`config.mk`:
```
export PLATFORM = sky130hd
export DESIGN_NAME = cpd_post
export DESIGN_NICKNAME = d
export VERILOG_FILES = /design/src/rtl/cpd_pkg.sv /design/src/rtl/cpd_post.sv
export SDC_FILE = /design/constraint.sdc
export NUM_CORES = 1
export LEC_CHECK = 0
export BUFFER_PORTS_ARGS = -buffer_cell sky130_fd_sc_hd__buf_2
export CAP_MARGIN = 20
export CORE_MARGIN = 1.5
export CORE_UTILIZATION = 55
export CTS_CLUSTER_SIZE = 14
export DETAILED_ROUTE_END_ITERATION = 10
export PLACE_DENSITY_LB_ADDON = 0.2
export SETUP_SLACK_MARGIN = 0.2
export SLEW_MARGIN = 10
export SYNTH_ARGS = -nofsm -noshare
export SYNTH_HDL_FRONTEND = slang
export SYNTH_SLANG_ARGS = --single-unit
```
`constraint.sdc`:
```
create_clock -name clk -period 6.7 [get_ports clk]
set_input_delay 0.67 -clock clk [delete_from_list [all_inputs] [get_ports clk]]
set_output_delay 0.67 -clock clk [all_outputs]
set_load 0.1 [all_outputs]
```
`src/rtl/cpd_pkg.sv`:
```
// Shared constants, angle table and types for the cartesian to polar unit.
package cpd_pkg;

	// Extra fraction bits carried on the rotated coordinates.
	localparam int GUARD_BITS = 8;
	// Fraction bits of the angle accumulator and of the angle result.
	localparam int ANGLE_FRAC = 20;
	localparam int OUT_FRAC = 7;
	localparam int ROUND_SHIFT = ANGLE_FRAC - OUT_FRAC;

	localparam int ATAN_ENTRIES = 24;
	localparam int Z_WIDTH = 28;
	localparam int FULL_WIDTH = 29;
	localparam int OUT_WIDTH = 16;
	localparam int FULL_TURN_OUT = 46080;

	typedef logic signed [Z_WIDTH-1:0] angle_acc_t;
	typedef logic [FULL_WIDTH-1:0] angle_full_t;

	// atan(2^-i) in degrees scaled by 2^20, rounded to nearest.
	localparam logic [Z_WIDTH-1:0] ATAN_DEG [ATAN_ENTRIES] = '{
		28'd47185920, 28'd27855475, 28'd14718068, 28'd7471121,
		28'd3750058, 28'd1876857, 28'd938658, 28'd469357,
		28'd234682, 28'd117342, 28'd58671, 28'd29335,
		28'd14668, 28'd7334, 28'd3667, 28'd1833,
		28'd917, 28'd458, 28'd229, 28'd115,
		28'd57, 28'd29, 28'd14, 28'd7
	};

	localparam angle_acc_t QUARTER_TURN = angle_acc_t'(90) <<< ANGLE_FRAC;
	localparam angle_full_t HALF_TURN = angle_full_t'(180) << ANGLE_FRAC;
	localparam angle_full_t ROUND_HALF = angle_full_t'(1) << (ROUND_SHIFT - 1);

	// Quadrant information that rides along with each transaction.
	typedef struct packed {
		logic x_neg;
		logic y_neg;
		logic origin;
	} quad_t;

endpackage

```
`src/rtl/cpd_post.sv`:
```
// Output stages: angle clamp and quadrant fold, rounding, radius rounding.
module cpd_post #(
	parameter int COORD_WIDTH = 16
) (
	input  logic                                clk,
	input  logic                                arst_n,
	input  logic                                in_valid,
	output logic                                in_ready,
	input  cpd_pkg::quad_t                      in_quad,
	input  cpd_pkg::angle_acc_t                 in_z,
	input  logic [2*COORD_WIDTH-1:0]            in_rem,
	input  logic [2*COORD_WIDTH-1:0]            in_root,
	output logic                                out_valid,
	input  logic                                out_ready,
	output logic [cpd_pkg::OUT_WIDTH-1:0]       radius,
	output logic [cpd_pkg::OUT_WIDTH-1:0]       angle
);

	localparam int SW = 2 * COORD_WIDTH;

	cpd_pkg::angle_acc_t z_clamp;
	cpd_pkg::angle_full_t phi, full_n, rounded;
	logic [SW-1:0] root_rnd;
	logic [cpd_pkg::OUT_WIDTH-1:0] turns;

	logic valid_s1, valid_s2, ready_s1, ready_s2;
	cpd_pkg::angle_full_t full_s1;
	logic [cpd_pkg::OUT_WIDTH-1:0] radius_s1, radius_s2, angle_s2;

	always_comb begin
		if (in_z[cpd_pkg::Z_WIDTH-1]) begin
			z_clamp = '0;
		end else if (in_z > cpd_pkg::QUARTER_TURN) begin
			z_clamp = cpd_pkg::QUARTER_TURN;
		end else begin
			z_clamp = in_z;
		end
	end

	assign phi = cpd_pkg::angle_full_t'(unsigned'(z_clamp));

	always_comb begin
		if (in_quad.origin) begin
			full_n = '0;
		end else if (!in_quad.x_neg && !in_quad.y_neg) begin
			full_n = phi;
		end else if (in_quad.x_neg && !in_quad.y_neg) begin
			full_n = cpd_pkg::HALF_TURN - phi;
		end else if (in_quad.x_neg) begin
			full_n = cpd_pkg::HALF_TURN + phi;
		end else begin
			full_n = (cpd_pkg::HALF_TURN << 1) - phi;
		end
	end

	// The remainder exceeds the root exactly when the true root lies above root + 1/2.
	assign root_rnd = in_root + SW'(in_rem > in_root);

	assign rounded = full_s1 + cpd_pkg::ROUND_HALF;
	assign turns = rounded[cpd_pkg::FULL_WIDTH-1:cpd_pkg::ROUND_SHIFT];

	assign ready_s1 = !valid_s1 || ready_s2;
	assign ready_s2 = !valid_s2 || out_ready;
	assign in_ready = ready_s1;

	always_ff @(posedge clk or negedge arst_n) begin
		if (!arst_n) begin
			valid_s1 <= 1'b0;
			valid_s2 <= 1'b0;
		end else begin
			if (ready_s1) begin
				valid_s1 <= in_valid;
			end
			if (ready_s2) begin
				valid_s2 <= valid_s1;
			end
		end
	end

	always_ff @(posedge clk) begin
		if (in_valid && ready_s1) begin
			full_s1 <= full_n;
			radius_s1 <= root_rnd[cpd_pkg::OUT_WIDTH-1:0];
		end
		if (valid_s1 && ready_s2) begin
			radius_s2 <= radius_s1;
			if (turns >= cpd_pkg::OUT_WIDTH'(cpd_pkg::FULL_TURN_OUT)) begin
				angle_s2 <= turns - cpd_pkg::OUT_WIDTH'(cpd_pkg::FULL_TURN_OUT);
			end else begin
				angle_s2 <= turns;
			end
		end
	end

	assign out_valid = valid_s2;
	assign radius = radius_s2;
	assign angle = angle_s2;

endmodule

```
==> run summary, run 1 <==
The flow ran to the end, and the final reports show no timing, DRC or antenna violations. The remaining antenna violation count is 0. The count of maximum capacitance violations came out at 0. The area of the core region came out at 8341 sq um. The area enclosed by the die boundary came out at 9350 sq um.

The maximum fanout encountered on the critical timing path came out at 5. The cell sitting at the root of the clock tree is a sky130_fd_sc_hd__clkbuf_8. The tightest min-delay check is of the input pin to asynchronous set/reset pin type. The synthesized netlist cell count came out at 478. The synthesis warning total is 0. Clock-pin slew was measured on the worst setup and hold paths at 0.07 ns. The CTS tree is done.

Counting flops with a built-in enable in the synthesized netlist gives 65. The longest clock path from root to sink contains 2 buffers. In the final layout, the share of cells above drive strength 1 is 0.2787. The sum of met3 wire segment lengths after detailed routing came out at 694 um. The worst pin sits at a relative slew slack of 0.5874. Routed signal wires occupy layers up through met4. The initial DRC count is 154. Measured on the finished design, the core utilization comes to 0.6875. From bottom edge to top edge, the die measures 96.70 um. A synthesized cell averages 10.10 sq um. The xor-xnor portion of the synthesized cell area came out at 0.09407. The final RePlAce weighted congestion came out at 0.9203. The starting utilization of the core area came out at 0.5789.

The part of the total power dissipated in sequential elements is 0.445. The number of buffers inserted for hold repair after clock tree synthesis came out at 0. Of the total synthesized cell area, the portion taken by AND, OR, NAND and NOR gates is 0.2006. The most frequent standard cell in the layout excluding fill and tap cells is sky130_fd_sc_hd__buf_2. On the final layout, the worst hold slack is 0.1018 ns. The routed length per placed instance came out at 13.72 um.

The library cells used most frequently in the layout, excluding fill and tap cells, are sky130_fd_sc_hd__buf_2 (132), sky130_fd_sc_hd__edfxtp_1 (65), sky130_fd_sc_hd__inv_1 (41), sky130_fd_sc_hd__ha_1 (41), sky130_fd_sc_hd__nor2_1 (35). The final count of hold timing violations is 0. The synthesized netlist net count is 618. The clock share of power is 0.268. The depth of the CTS H-tree came out at 3. STA puts the critical path data arrival time at 3.33 ns. The number of antenna diodes is 0.

Of the total power, the share spent switching nets is 0.3441. The startpoint type of the worst setup path is an input pin. The number of gates given a new drive strength after cts came out at 0. The summed instance area of the synthesized netlist is 4828 sq um.

The endpoint type of the worst setup path is a register. The number of global-route vias before repair came out at 3738. Static timing analysis puts the maximum clock frequency at 309.7 MHz. The flip-flop cell with the highest count after synthesis is sky130_fd_sc_hd__edfxtp_1. At the pin with the least slew margin, the transition time is 0.6168 ns. The multiplexer fraction of the synthesized cell area is 0.008551. The I/O pin count is 133. The final sum of negative setup slack came out at 0 ns. The ratio of routed vias to standard cells is 5.435. The worst voltage drop across the vdd grid is 0.00009038 V.

By area, the combinational part of the netlist is dominated by simple AND/OR/NAND/NOR gates. The final number of max-transition violations is 0. The quantity of I/O buffers inserted on ports came out at 132. Synthesis inferred 67 register bits. After global routing the overflow that remains totals 0. The routed wire length is 9.812 mm. The global-route wire length before repair is 16.29 mm. The power per standard cell area came out at 205.6 nW/um^2. The number of setup buffers added after CTS came out at 0.

The amount of wire on met2 after detailed routing came out at 4.480 mm. The register area share after synthesis came out at 0.4146. The first detailed-routing pass ran for 5 iterations.

The clock latency of the later-clocked register in the worst-skew pair is 0.34 ns. After the last flow step, the layout net total stands at 745. The largest net degree at the start of global routing is 34. The total DRC errors in the routed layout came out at 0. After floorplanning, the core was divided into 33 placement rows. Internal power comes to 773.2 uW. The number of antenna violations at the first check in global routing is 0. The met1 wire length is 4.381 mm. The proportion of power drawn by combinational gates came out at 0.287.

The minimum clock period after layout is 3.229 ns. The net switching power came out at 405.6 uW. The required time of the worst setup path is 6.80 ns. The critical path is of the input pin to register type.

The overall via count from detail_route came out at 3886. For the final database, setup skew stands at 0.004520 ns. The number of setup violations in the final report is 0. The TritonCTS sink count came out at 67.

The detailed placer's ending HPWL is 8.033 mm. The worst setup timing slack at the placement stage came out at 3.177 ns. The number of unique standard cell types used by synthesis is 73. The number of buffers created by CTS came out at 9. The horizontal die dimension is 96.70 um. Of the total synthesized cell area, the portion taken by full adders, half adders and majority gates is 0.1062. The least setup slack across all paths after layout is 3.471 ns. Across every metal layer, demand over resource in global routing totals 0.2110. The final cycle utilization of the critical path came out at 0.4820. The leakage power came out at 0.002495 uW.

For this run, asynchronously set or reset flops after synthesis account for 0.02985. Setup repair after global routing left no endpoint under its margin. The area growth from synthesis to layout is 18.76%. The synthesized-area fraction occupied by ao, oa, aoi and oai cells was 0.1236.
==> metal layers <==
layer  global-route usage  vias to the layer above
met1               0.2629                     1720
met3              0.05058                       22
met2               0.3491                      152
li1                     -                     1992
met4              0.09253                        0
met5                    0                        -
==> state kept, by name (all words and copies together), names as in the netlist <==
name and flops:
angle 16, full_s1 17, out_valid 1, radius 16, radius_s1 16, valid_s1 1
==> final cells by class <==
class / count / area [sq um]
clock buffers: 10 / 127.6
clock inverters: 6 / 66.31
fillers: 687 / 2606
inverters: 42 / 157.7
multi-input cells: 351 / 2574
flip-flops and latches: 67 / 2002
well taps: 105 / 131.4
repair buffers: 134 / 675.6
==> logic make-up (layout without fill, tap and decap cells) <==
group,Yosys count,count (layout)
xor+xnor,51,51
compound gates,81,81
fa+ha+maj,41,41
flops,67,67
simple gates,174,174
mux,4,4
buf+inv,60,192
==> power by group through the flow <==
stage	clock network (uW)	registers [uW]	logic, uW
global route	340	528	365
CTS	324	524	339
finish	316	524	338
floorplan	0	648	142
global placement	0	532	330
detailed placement	0	533	338
==> stage by stage <==
step / cells / cell area, sq um / power (uW)
finish: 715 / 5734 / 1179
floorplan: 478 / 4828 / 790.6
global placement: 699 / 5540 / 861.6
CTS: 715 / 5734 / 1188
global route: 715 / 5734 / 1234
detailed placement: 699 / 5540 / 871.6
==> worst max-delay path, stage by stage <==
cell                        delay [ns]
sky130_fd_sc_hd__buf_2            0.10
sky130_fd_sc_hd__ha_1             0.31
sky130_fd_sc_hd__a21o_1           0.17
sky130_fd_sc_hd__a21oi_1          0.14
sky130_fd_sc_hd__nor2b_1          0.06
sky130_fd_sc_hd__o21ai_0          0.20
sky130_fd_sc_hd__a221oi_1         0.13
sky130_fd_sc_hd__a2111oi_0        0.54
sky130_fd_sc_hd__a22oi_1          0.19
sky130_fd_sc_hd__ha_1             0.24
sky130_fd_sc_hd__ha_1             0.24
sky130_fd_sc_hd__nand2_1          0.09
sky130_fd_sc_hd__nor2_1           0.07
sky130_fd_sc_hd__nand3_1          0.11
sky130_fd_sc_hd__xnor2_1          0.07
==> synthesized netlist by cell type (7+ instances only) <==
library cell | number | share of area
sky130_fd_sc_hd__nor2_1 | 35 | 0.027
sky130_fd_sc_hd__nor4_1 | 8 | 0.010
sky130_fd_sc_hd__nor3_1 | 13 | 0.013
sky130_fd_sc_hd__nand2_1 | 28 | 0.022
sky130_fd_sc_hd__and3_1 | 7 | 0.0091
sky130_fd_sc_hd__xor2_1 | 21 | 0.038
sky130_fd_sc_hd__clkbuf_1 | 7 | 0.0054
sky130_fd_sc_hd__inv_1 | 41 | 0.032
sky130_fd_sc_hd__nand3_1 | 25 | 0.026
sky130_fd_sc_hd__ha_1 | 41 | 0.11
sky130_fd_sc_hd__a21o_1 | 9 | 0.014
sky130_fd_sc_hd__nand4_1 | 7 | 0.0091
sky130_fd_sc_hd__o21ai_0 | 15 | 0.016
sky130_fd_sc_hd__nand2b_1 | 8 | 0.010
sky130_fd_sc_hd__a21oi_1 | 17 | 0.018
sky130_fd_sc_hd__xnor2_1 | 29 | 0.053
sky130_fd_sc_hd__edfxtp_1 | 65 | 0.40
==> worst paths after layout <==
check	cells past startpoint	from	slack, ns	endpoint
max	15	in_rem[17]	3.47	radius_s1[14]
min	1	arst_n	0.10	out_valid
max reg2reg	11	full_s1[13]	3.82	angle[13]
min reg2reg	0	radius_s1[5]	0.42	radius[5]
max in group asynchronous	1	arst_n	6.50	valid_s1
min in group clk	0	radius_s1[5]	0.42	radius[5]
No activity file was read; power rests on OpenSTA's default activity.
==> run 2: changes to the inputs <==
--- a/config.mk
+++ b/config.mk
@@ -8,7 +8,7 @@
 export BUFFER_PORTS_ARGS = -buffer_cell sky130_fd_sc_hd__buf_2
 export CAP_MARGIN = 20
 export CORE_MARGIN = 1.5
-export CORE_UTILIZATION = 55
+export CORE_UTILIZATION = 48
 export CTS_CLUSTER_SIZE = 14
 export DETAILED_ROUTE_END_ITERATION = 10
 export PLACE_DENSITY_LB_ADDON = 0.2
==> constraint.sdc (replaced) <==
create_clock -name clk -period 2.6 [get_ports clk]
set_input_delay 0.26 -clock clk [delete_from_list [all_inputs] [get_ports clk]]
set_output_delay 0.26 -clock clk [all_outputs]
set_load 0.1 [all_outputs]
==> run 2 against run 1 <==
Net effect: register-to-register slack got worse by 3.7 ns; final area rose by 11%; hold slack improved by 0.025 ns; sequential share of layout area fell by 3.3 points; sequential cell count did not move; non-clock buffer count rose by 45.
==> run summary, run 2 (synthesis results as in run 1) <==
Setup repair after global routing could not meet its margin everywhere. VDD sags by at most 0.0003069 V. Detailed placement ended at an HPWL of 8.228 mm.

The part of the total power dissipated in sequential elements is 0.441. The overall via count from detail_route is 3991. The flow ran to the end, and the final reports show no timing, DRC or antenna violations. The final number of max-transition violations came to 0. The routed length per placed instance came out at 13.00 um. The worst relative slew slack is 0.5770. Clock-pin slew was measured on the worst setup and hold paths at 0.07 ns. The area of the core region is 9774 sq um. Based on the critical path, the design can be clocked at up to 411.2 MHz. The global-route usage over all layers is 0.1912. Data on the critical path is required at its endpoint by 2.69 ns.

The total DRC errors in the routed layout came out at 0. The net switching power came out at 1085 uW. The library cell used most frequently in the layout, excluding fill and tap cells, is sky130_fd_sc_hd__buf_2. met2 is the most crowded layer. The largest register by flop count is full_s1. The number of setup violations in the final report came out at 0.

The area growth from synthesis to layout is 31.48%. The min-delay analysis places its worst path in the category input pin to register. At the worst endpoint, the arrival time is 2.52 ns. The proportion of total power due to net switching is 0.3568.

The endpoint type of the worst setup path is a register. The slowest stage of the critical path belongs to the cell sky130_fd_sc_hd__edfxtp_1. The initial utilization of the core area, before any placement, comes to 0.4940. After the first detailed-routing iteration, the DRC count stood at 108. The number of antenna diodes in the final layout is 0.

The remaining antenna violation count came out at 0. The cell class contributing the biggest share of worst-path delay is simple AND/OR/NAND/NOR gates. The routing usage on met1 is 0.2557. The minimum clock period after layout is 2.432 ns. The I/O pin count is 133. The clock latency of the later-clocked register in the worst-skew pair came out at 0.34 ns.

The power per standard cell area is 479.0 nW/um^2. Together, buffers and inverters on the worst path number 3. The maximum clock skew at final layout came out at 0.008209 ns. The count of maximum capacitance violations is 0. In this run the static leakage power is 0.002743 uW. In the layout the commonest cells are sky130_fd_sc_hd__buf_2 (128), sky130_fd_sc_hd__edfxtp_1 (65), sky130_fd_sc_hd__buf_4 (46).

The proportion of power drawn by combinational gates is 0.318. The horizontal die dimension is 103.3 um. The routed wire length is 10.25 mm.

The overall die height came out at 103.3 um. In this design, the critical path's most frequently occurring cell is sky130_fd_sc_hd__buf_4. The CTS tree is done. The pin slew with the least headroom to its limit came out at 0.6324 ns. The aggregate global routing overflow came out at 0. The ratio of routed vias to standard cells is 5.065. The met2 capacity usage during global routing came out at 0.3122. The final RePlAce weighted congestion came out at 0.8760. The clock share of power is 0.241. The signal on the critical path passes through buf_4 > nand3_4 > nor3_4 > nand3_2 > xor2_2 > inv_1 > ha_1 > and2b_2 > a41oi_4 > o31ai_4 > buf_4 > nand2_1 > o21ai_1. The largest net degree at the start of global routing came out at 34.

The proportion of layout cells with a drive suffix above 1 is 0.3863. The global routing met3 resource utilization is 0.04167. The final count of hold timing violations came out at 0. Measured on the finished design, the core utilization comes to 0.6495.

Cell internal power was estimated by the tool at 1956 uW. The number of iterations in the first detailed-routing pass came out at 4. The global-route wire length before repair is 15.91 mm. The number of nets in the layout came out at 790. The number of antenna violations at the first check in global routing came to 0. The final cycle utilization of the critical path came out at 0.9354. The number of buffers created by CTS came out at 9.

The register with the most flip-flops in the layout has 17 of them. The TritonCTS sink count came out at 67. The worst setup path is of the register to register kind. After floorplanning, the core was divided into 36 placement rows. The count of buffers added on input and output ports is 132. The maximum fanout encountered on the critical timing path is 3.

The number of buffers on the longest clock path came out at 2. On the worst path, the slowest cell contributes a delay of 0.38 ns. The worst setup path is launched from a register. The floorplan step defined a die boundary enclosing 10670 sq um. Summing internal, switching and leakage power gives 3041 uW. The tree is rooted in a sky130_fd_sc_hd__clkbuf_8. The H-tree was split into 3 levels.

The number of global-route vias before repair is 3593.
==> run 2: cell types whose count changed in the layout (fill, tap and decap cells not counted), moves of 4 or more <==
cell                      previous run  this run
sky130_fd_sc_hd__ha_4                0         6
sky130_fd_sc_hd__nand3_1            25        20
sky130_fd_sc_hd__ha_1               41        33
sky130_fd_sc_hd__inv_2               1         5
sky130_fd_sc_hd__buf_4               2        46
sky130_fd_sc_hd__inv_1              41        35
sky130_fd_sc_hd__buf_2             132       128
==> run 2: power by group through the flow <==
stage / Clock, uW / Combinational (uW) / Sequential [uW]
6_report: 732 / 967 / 1340
4_1_cts: 760 / 940 / 1340
3_3_place_gp: 0 / 918 / 1360
5_1_grt: 803 / 1050 / 1350
3_5_place_dp: 0 / 933 / 1370
2_1_floorplan: 0 / 381 / 1670
==> run 2: worst reg2reg max path: stages, from the launching register on <==
cell                       delay [ns]
sky130_fd_sc_hd__edfxtp_1        0.38
sky130_fd_sc_hd__buf_4           0.13
sky130_fd_sc_hd__nand3_4         0.08
sky130_fd_sc_hd__nor3_4          0.23
sky130_fd_sc_hd__nand3_2         0.13
sky130_fd_sc_hd__xor2_2          0.24
sky130_fd_sc_hd__inv_1           0.06
sky130_fd_sc_hd__ha_1            0.17
sky130_fd_sc_hd__and2b_2         0.21
sky130_fd_sc_hd__a41oi_4         0.17
sky130_fd_sc_hd__o31ai_4         0.10
sky130_fd_sc_hd__buf_4           0.16
sky130_fd_sc_hd__nand2_1         0.05
sky130_fd_sc_hd__o21ai_1         0.06
==> run 2: path summary, 6_finish.rpt <==
| check | from | to | slack [ns] | cells past startpoint |
|---|---|---|---|---|
| worst min-delay path | in_valid | valid_s1 | 0.13 | 2 |
| worst min register to register | radius_s1[10] | radius[10] | 0.41 | 0 |
| worst max-delay path | full_s1[13] | angle[11] | 0.17 | 13 |
| max in group asynchronous | arst_n | out_valid | 2.25 | 2 |
| min in group asynchronous | arst_n | valid_s1 | 0.23 | 2 |
| worst max register to register | full_s1[13] | angle[11] | 0.17 | 13 |
==> run 2: what timing repair did <==
item	in CTS	in global routing
pin swaps	1	26
setup buffers	2	6
endpoints found under the hold margin	2	0
endpoints found under the setup margin	6	13
hold buffers	1	0
gates resized for setup	2	29
==> run 2: final cells by class <==
type / instances / area [sq um]
Clock buffer: 10 / 127.6
Clock inverter: 6 / 41.29
Fill cell: 829 / 3426
Inverter: 42 / 162.7
Multi-Input combinational cell: 351 / 2800
Sequential cell: 67 / 2006
Tap cell: 133 / 166.4
Timing Repair Buffer: 179 / 1045
==> run 2: metrics by stage <==
stage          area, sq um  std cells  hold WS (ns)  setup WS (ns)  setup TNS (ns)
2_1_floorplan         4945        478      -0.03559         0.1054               0
5_1_grt               6349        788        0.1150        0.02584               0
6_report              6349        788        0.1271         0.1680               0
3_3_place_gp          5952        763       0.04608       -0.06719         -0.3408
3_5_place_dp          5952        763       0.04967        -0.1527          -1.085
4_1_cts               6155        782        0.1059         0.1601               0
==> run 2: layer usage <==
metal	routed length, um	up-vias
met5	0	-
met4	121	0
met3	478	9
met2	4890	111
met1	4755	1798
li1	-	2073
==> run 3: changes to the inputs <==
--- a/config.mk
+++ b/config.mk
@@ -5,13 +5,14 @@
 export SDC_FILE = /design/constraint.sdc
 export NUM_CORES = 1
 export LEC_CHECK = 0
+export ABC_AREA = 1
 export BUFFER_PORTS_ARGS = -buffer_cell sky130_fd_sc_hd__buf_2
 export CAP_MARGIN = 20
-export CORE_MARGIN = 1.5
+export CORE_MARGIN = 10
 export CORE_UTILIZATION = 48
 export CTS_CLUSTER_SIZE = 14
 export DETAILED_ROUTE_END_ITERATION = 10
-export PLACE_DENSITY_LB_ADDON = 0.2
+export PLACE_DENSITY = 0.77
 export SETUP_SLACK_MARGIN = 0.2
 export SLEW_MARGIN = 10
 export SYNTH_ARGS = -nofsm -noshare
==> run 3 against run 2 <==
Net effect: highest routed layer unchanged; setup slack worse by 0.26 ns; via count grew 19%; the run now ends with setup timing left; critical endpoint is now radius_s1[14]; clock power up 11%; wire length is 33% higher; critical path type is now input pin to register; first-iteration DRC count rose to 3.1 times the previous value; register-to-register slack worse by 0.18 ns; sequential power is essentially flat; sequential share of layout area decreased by 2.8 points; area after synthesis is 1.5% higher; final area grew 9.7%.
==> run summary, run 3 <==
The flow ran to the end, but the final reports show violations. The checks that failed: setup timing. The worst voltage drop across the vdd grid came out at 0.0004317 V.

The achievable clock frequency came out at 371.7 MHz. The number of iterations in the first detailed-routing pass came out at 4. The final cell utilization of the core came out at 0.7057. Across all setup checks in the final design, the least slack found is -0.09016 ns. STA classifies the critical path startpoint as an input pin. The arrival time at the worst endpoint is 2.78 ns.

The smallest clock period supported by the final layout is computed as 2.690 ns. Among the stages of the critical path, the cell type that occurs most often is sky130_fd_sc_hd__nor3_4. The final layout contains routed wiring with a total length of 13.59 mm. For the pin with the worst max-slew slack, the measured transition is 0.9342 ns. The global-route wire length before repair is 21.33 mm. The number of antenna violations at the first check in global routing came to 0. The number of setup violations in the final report came out at 4.

The critical-path cell with the highest stage delay is sky130_fd_sc_hd__ha_4. The proportion of layout cells with a drive suffix above 1 came out at 0.3811. The clock latency of the later-clocked register in the worst-skew pair came out at 0.34 ns. The initial utilization of the core area, before any placement, comes to 0.4967. The global-route usage over all layers is 0.1741. The synthesis warning total came out at 0.

The longest clock path from root to sink contains 2 buffers. The top cell types in the final layout, fill and taps aside, are sky130_fd_sc_hd__buf_2 (128), sky130_fd_sc_hd__inv_1 (107), sky130_fd_sc_hd__nand2_1 (95). The worst setup path category is input pin to register. The number of global-route vias before repair came out at 4814. The number of nets in the layout is 951. The register area share after synthesis is 0.4086.

The final RePlAce weighted congestion came out at 0.9298. The register with the most flip-flops in the layout has 17 of them. The routed length per placed instance came out at 14.32 um. The CTS tree is done. The count of maximum capacitance violations is 0. Once placement completed, the tool counted placed cells totaling 914. The share of synthesized registers carrying an async set or reset is 0.02985.

The total power after layout came out at 3396 uW. Dividing total power by cell area gives a power density of 487.8 nW/um^2. The global routing met3 resource utilization is 0.03816. The worst hold path class is input pin to register. The area growth from synthesis to layout came out at 42.08%. Once layout is complete, the cells apart from fillers number 949. The worst relative slew slack came out at 0.3758.

The quantity of I/O buffers inserted on ports came out at 132. The horizontal die dimension came out at 121.0 um. The final count of hold timing violations was 0. The repair_antennas step left the layout with diodes totalling 0. The final number of max-transition violations is 0. The detailed router finished its first iteration with 334 violations.

Ranked by total cell area, the synthesized netlist is headed by sky130_fd_sc_hd__edfxtp_1 (40%), sky130_fd_sc_hd__ha_1 (10%), sky130_fd_sc_hd__inv_1 (8.7%). STA classifies the critical path endpoint as a register. The remaining antenna violation count is 0. full_s1 holds more flip-flops than any other register. The I/O pin count came out at 133. The area enclosed by the die boundary came out at 14650 sq um. The routed layout has 4738 vias.

The maximum fanout encountered on the critical timing path came out at 2. sky130_fd_sc_hd__inv_1 is the most common cell in the netlist. CTS built an H-tree with a depth of 3. The average instance area after synthesis came out at 8.153 sq um. The largest net degree at the start of global routing came out at 34. The summed instance area of the synthesized netlist came out at 4900 sq um. The die is 121.0 um tall. After synthesis, the most frequently instantiated cells are sky130_fd_sc_hd__inv_1 (113), sky130_fd_sc_hd__nand2_1 (102), sky130_fd_sc_hd__edfxtp_1 (65).

Counting the fill cells in the layout gives 740. The area fraction of the dominant cell type after synthesis is 0.3984. After detailed routing, the number of remaining DRC violations is 0. The routing usage on met1 is 0.1903. The TritonCTS sink count came out at 67. The maximum clock skew at final layout is 0.008287 ns.

The clock transition at the registers of the reported paths came out at 0.07 ns. The most frequent standard cell in the layout excluding fill and tap cells is sky130_fd_sc_hd__buf_2. The root buffer cell chosen for the clock tree is sky130_fd_sc_hd__clkbuf_8. The number of synthesized flops with an enable pin came out at 65. Of the available clock period, the critical path in the final layout requires 1.035. The flip-flop cell with the highest count after synthesis is sky130_fd_sc_hd__edfxtp_1. The leakage power is 0.003403 uW.

The number of nets handed over by synthesis was 741. In the global route stage, met2 resource usage came out at 0.3218. The synthesized netlist cell count is 601. In this run, CTS created clock tree buffers numbering 9.

In this run the core area contains 36 standard-cell rows. The cell accounting for the most synthesized area is sky130_fd_sc_hd__edfxtp_1. The aggregate global routing overflow is 0. Setup repair after global routing could not meet its margin everywhere. The area of the core region is 9864 sq um.

The ratio of routed vias to standard cells is 4.993. The number of storage elements in the synthesis netlist came out at 67. The longest individual stage delay on the worst path came out at 0.25 ns. After global routing, the most crowded layer is met2. The detailed placer's ending HPWL is 10.65 mm. The number of unique standard cell types used by synthesis is 39. The signal on the critical path passes through buf_8 > inv_8 > ha_4 > nand2_2 > inv_2 > nand3_4 > nor3_4 > nor4b_4 > nand2_1 > a32oi_2 > ha_2 > ha_4 > nand3_4 > nor3_4 > nand3_2 > nor3_4 > nand3_2 > nor2_2 > xor2_1. The required time of the worst setup path came out at 2.69 ns.
## run 3: changes by cell type in the layout (fill, tap and decap cells not counted), sizes merged, moves of 6 or more
cell and change:
xnor2 -27, nor4 -6, nor3b -6, and3 -7
nor3 +9, buf +26, nand3 +15, inv +74
nand2 +81, a21oi +20, a21o -9, and2 -7
nand2b -8, nor2 +26
## run 3: kinds of logic (layout without fill, tap and decap cells)
kind of cell	Yosys count	after routing	share of synthesized area
and+or+nand+nor	259	259	0.2426
buffers and inverters	124	339	0.09601
xor gates and xnor gates	29	29	0.05184
adders and majority gates	41	41	0.1047
DFF	67	67	0.4086
AOI/OAI and AO/OA	81	81	0.09627
## run 3: metrics by stage
step	setup WS, ns	TNS [ns]	hold slack [ns]	area [sq um]
5_1_grt	-0.2815	-2.098	0.1514	6962
3_3_place_gp	-0.3812	-2.287	0.04492	6240
6_report	-0.09016	-0.1887	0.1529	6962
4_1_cts	-0.01041	-0.01284	0.1401	6656
2_1_floorplan	-0.1070	-0.2556	-0.03559	5027
3_5_place_dp	-0.4753	-3.128	0.05527	6240
## run 3: timing repair
item	in CTS	in global routing
resized for setup	32	48
setup endpoints to repair	15	18
hold buffers	1	0
setup buffers	9	9
pin swaps	5	15
hold endpoints to repair	2	0
## run 3: report_power, final
group	total, uW	internal (uW)	switching, uW
clock	810	436	374
combinational	1210	344	869
sequential	1370	1330	46.8
total	3400	2110	1290
## run 3: area by class of cell
type	count	area, sq um	share of cell area
Sequential cell	67	2003	0.2877
Timing Repair Buffer	205	1270	0.1824
Tap cell	133	166.4	0.02390
Inverter	118	450.4	0.06470
Clock inverter	7	68.82	0.009885
Multi-Input combinational cell	410	2879	0.4136
Clock buffer	9	123.9	0.01779
## run 3: worst paths after layout
kind,from,end,slack (ns),cells past startpoint
hold reg to reg,radius_s1[13],radius[13],0.42,0
setup / recovery,in_root[31],radius_s1[14],-0.09,19
min in group asynchronous,arst_n,out_valid,0.24,2
max in group asynchronous,arst_n,out_valid,2.25,2
hold / removal,in_valid,valid_s1,0.15,3
setup reg to reg,full_s1[12],angle[12],-0.01,17
## run 3: critical path, delay by kind of cell
| kind | cells | cell delay (ns) |
|---|---|---|
| AOI/OAI and AO/OA | 1 | 0.18 |
| and+or+nand+nor | 11 | 1.42 |
| xor gates and xnor gates | 1 | 0.07 |
| adders and majority gates | 3 | 0.65 |
| buffers and inverters | 3 | 0.17 |
## run 3: per-layer routing
metal / wire length [um] / vias up
met5: 0 / -
met2: 7272 / 131
met1: 5307 / 2164
met3: 671 / 25
li1: - / 2418
met4: 338 / 0
